[src/design/pcgn_div.sv]
`timescale 1ns / 1ps
// ---------------------------------------------------------------------------
// pcgn_div
// Restoring divider, one quotient bit per cycle; gives quotient and remainder.
// ---------------------------------------------------------------------------
module pcgn_div #(
   parameter int DW = 37,
   parameter int EW = 31
) (
   input  logic          clock,
   input  logic          reset,
   input  logic          start,
   input  logic [DW-1:0] dividend,
   input  logic [EW-1:0] divisor,
   output logic          done,
   output logic [DW-1:0] quotient,
   output logic [EW-1:0] remainder
);

   localparam int CNT_BITS = $clog2(DW + 1);

   logic [DW-1:0]       num_ff, num_in;
   logic [EW-1:0]       rem_ff, rem_in;
   logic [EW-1:0]       dsr_ff, dsr_in;
   logic [CNT_BITS-1:0] cnt_ff, cnt_in;
   logic                busy_ff, busy_in;
   logic                done_ff, done_in;
   logic [EW:0]         trial;
   logic                fits;

   // one restoring step
   always_comb begin
      trial   = {rem_ff, num_ff[DW-1]};
      fits    = trial >= {1'b0, dsr_ff};
      num_in  = num_ff;
      rem_in  = rem_ff;
      dsr_in  = dsr_ff;
      cnt_in  = cnt_ff;
      busy_in = busy_ff;
      done_in = done_ff;
      if (start) begin
         num_in  = dividend;
         rem_in  = '0;
         dsr_in  = divisor;
         cnt_in  = CNT_BITS'(DW);
         busy_in = 1'b1;
         done_in = 1'b0;
      end else if (busy_ff) begin
         num_in = {num_ff[DW-2:0], fits};
         rem_in = fits ? EW'(trial - {1'b0, dsr_ff}) : trial[EW-1:0];
         cnt_in = cnt_ff - 1'b1;
         if (cnt_ff == CNT_BITS'(1)) begin
            busy_in = 1'b0;
            done_in = 1'b1;
         end
      end
   end

   always_ff @(posedge clock) begin
      if (reset) begin
         busy_ff <= 1'b0;
         done_ff <= 1'b0;
         cnt_ff  <= '0;
      end else begin
         busy_ff <= busy_in;
         done_ff <= done_in;
         cnt_ff  <= cnt_in;
      end
      num_ff <= num_in;
      rem_ff <= rem_in;
      dsr_ff <= dsr_in;
   end

   assign done      = done_ff;
   assign quotient  = num_ff;
   assign remainder = rem_ff;

endmodule

[config.mk]
export PLATFORM = sky130hd
export DESIGN_NAME = pcgn_div
export DESIGN_NICKNAME = d
export VERILOG_FILES = /design/src/design/pcgn_div.sv
export SDC_FILE = /design/constraint.sdc
export NUM_CORES = 1
export LEC_CHECK = 0
export ABC_CLOCK_PERIOD_IN_PS = 5100
export BUFFER_PORTS_ARGS = -buffer_cell sky130_fd_sc_hd__buf_2
export CAP_MARGIN = 20
export CORE_MARGIN = 8
export CORE_UTILIZATION = 55
export CTS_CLUSTER_SIZE = 30
export DETAILED_ROUTE_END_ITERATION = 10
export PLACE_DENSITY = 0.89
export REMOVE_ABC_BUFFERS = 1
export SLEW_MARGIN = 20
export SYNTH_ARGS = -nofsm -noshare
export SYNTH_HDL_FRONTEND = slang
export SYNTH_SLANG_ARGS = --single-unit
[constraint.sdc]
create_clock -name clock -period 5.1 [get_ports clock]
set_input_delay 0.51 -clock clock [delete_from_list [all_inputs] [get_ports clock]]
set_output_delay 0.51 -clock clock [all_outputs]
set_load 0.005 [all_outputs]
==> results.tsv <==
metric	value	unit
vias	5030	
synthesized area	6190	µm²
share of cells above drive strength 1	28.8	%
Post-CTS Hold Fix Bufs	0	
critical path cell sequence	inv_1 -> ha_1 -> fa_1 -> and2b_1 -> o2111ai_2 -> a31oi_4 -> nor4_1 -> o31ai_1 -> a31oi_1 -> xor2_1 -> o221ai_1	
Core Util, Final	65.5	%
pins over their slew limit	0	
number of synthesized flops with an enable pin	68	
Synth top area share	33.0	%
DP Cell Count	850	
CP Max Fanout	5	
data required time of the worst path	5.34	ns
Remaining DRCs	0	
CP max stage delay	0.71	ns
Tot GR Track Use	21.4	%
synth top area cells	edfxtp_1 33%, dfxtp_1 13%, ha_1 6.7%	
RSZ-0062 raised after global routing	no	
Slew headroom	42.6	%
Core ar.	10900	µm²
vias in the first global route	5170	
Post-Route WL	15800	µm
P_leak	0.00312	µW
clock sink count	107	
skew final	0.0177	ns
Max stage delay cell, worst path	o31ai_1	
clock transition at the registers of the reported paths	0.11	ns
Hold Vio Cnt, Final	0	
Worst Setup SP	quotient[36]$_DFFE_PP_	
post-synthesis sequential area ratio	45.6	%
CP endpoint kind	register	
grt ovf	0	
Chip Width	122	µm
final hold slack	0.280	ns
Antenna diodes	0	
Final Cycle Share	63.4	%
count leader, synth	edfxtp_1	
via/cell ratio	5.81	
post-synth cell types	71	
largest net degree at the start of global routing	68	
final setup fails	0	
Post-CTS Setup Bufs	0	
Max Buffers Root-to-Sink	2	
P&R area growth vs syn	15.3	%
Die H	122	µm
Max rail drop VDD	0.252	mV
Post-synth top flop	edfxtp_1	
Resize count post-CTS	0	
critical path launch point type	register	
register bit total from synthesis	107	
port bufs	139	
area leader, netlist	edfxtp_1	
Worst Tran Pin Value	0.853	ns
post-DP HPWL	11800	µm
run status	completed	
synth warn	0	
I/O pin count	140	
die footprint	14900	µm²
Initial DRC Count	322	
HP Class	in2reg	
DRT Pass-1 Iters	5	
Mapped Avg Cell Area	10.4	µm²
Final nets	826	
asr flop ratio synth	0	%
power after layout	2130	µW
global-route wire length before repair	25700	µm
worst skew pair latency	0.40	ns
HP Start	divisor[28]	
antenna violations before repair	0	
Arr. time, crit path	3.48	ns
power per cell area	299	nW/µm²
Initial Utilization	56.8	%
CTS Buf Count	9	
Fin Setup TNS	0	ns
CTS tree	yes	
synth cell count leaders	68 x edfxtp_1, 48 x nor2_1, 43 x inv_1, 43 x nand2_1, 39 x dfxtp_1	
Final min period	3.23	ns
max-cap check violation count	0	
Worst R2R Start	quotient[36]$_DFFE_PP_	
H-tree Lvls	3	
Mapped Cells	596	
Setup Crit Path Kind	reg2reg	
root buffer cell	clkbuf_8	
WL per Instance	18.2	µm
Routability Congestion	0.941	
Non-Filler Instances	866	
upper clock frequency limit	309	MHz
antenna viol nets, final	0	
# rows	38	
==> flip-flops by register name, indices dropped and copies added, names as in the netlist <==
| name | cells |
|---|---|
| remainder | 31 |
| quotient | 37 |
| done | 1 |
| dsr_ff | 31 |
| busy_ff | 1 |
| cnt_ff | 6 |
==> final cells by class <==
cell class                      instances  area, µm²
Sequential cell                       107       2820
Fill cell                             883       3750
Timing Repair Buffer                  142        721
Tap cell                              140        175
Clock inverter                          5       65.1
Multi-Input combinational cell        418       3050
Inverter                               43        161
Clock buffer                           11        141
==> cell usage in the layout (no fill, tap or decap), types with 15 or more instances in the layout <==
cell,Yosys,routed
a211oi_1,20,20
a21oi_1,36,36
buf_2,6,138
dfxtp_1,39,38
edfxtp_1,68,68
ha_1,33,33
inv_1,43,43
mux2_2,36,36
mux2i_1,15,15
nand2_1,43,43
nor2_1,48,48
o21ai_0,22,22
xnor2_1,16,16
==> critical path, delay by kind of cell (launching register included) <==
| family | cells | cell delay [ns] |
|---|---|---|
| AO/OA/AOI/OAI | 5 | 1.48 |
| AND/OR/NAND/NOR | 2 | 0.35 |
| buffers and inverters | 1 | 0.06 |
| adder cells (fa/ha/maj) | 2 | 0.61 |
| flip-flops | 1 | 0.40 |
| XOR/XNOR | 1 | 0.19 |
==> logic make-up after synthesis <==
| kind of cell | count (synthesis) | synth area share, % |
|---|---|---|
| compound gates | 146 | 16.7 |
| xor+xnor | 30 | 4.25 |
| fa+ha+maj | 34 | 7.00 |
| buf+inv | 71 | 5.12 |
| flops | 107 | 45.6 |
| simple gates | 157 | 12.3 |
| mux | 51 | 8.98 |
==> power by group <==
group / internal [µW] / switching, µW / total [µW]
clock network: 248 / 314 / 562
logic: 227 / 290 / 517
registers: 1010 / 48.3 / 1050
total: 1480 / 652 / 2130
==> worst paths after layout <==
check                                     to  cells past startpoint  slack (ns)
setup / recovery  remainder[22]$_SDFFE_PP0P_                     11        1.87
hold / removal          dsr_ff[28]$_DFFE_PP_                      1        0.28
setup reg to reg  remainder[22]$_SDFFE_PP0P_                     11        1.87
hold reg to reg    remainder[9]$_SDFFE_PP0P_                      2        0.52
==> per-layer routing <==
metal | routed length, µm | up-vias | track usage (%)
met1 | 6630 | 2366 | 25.9
li1 | - | 2442 | -
met2 | 7490 | 204 | 35.1
met3 | 1410 | 18 | 8.33
met5 | 0 | - | 0
met4 | 219 | 0 | 5.79
==> metrics by stage <==
step,cell area [µm²],setup slack [ns]
after global routing,7140,1.66
final,7140,1.87
after CTS,7140,1.92
after detailed placement,6930,1.96
after global placement,6930,2.06
after floorplan,6030,2.15
No activity file was read; power rests on OpenSTA's default activity.
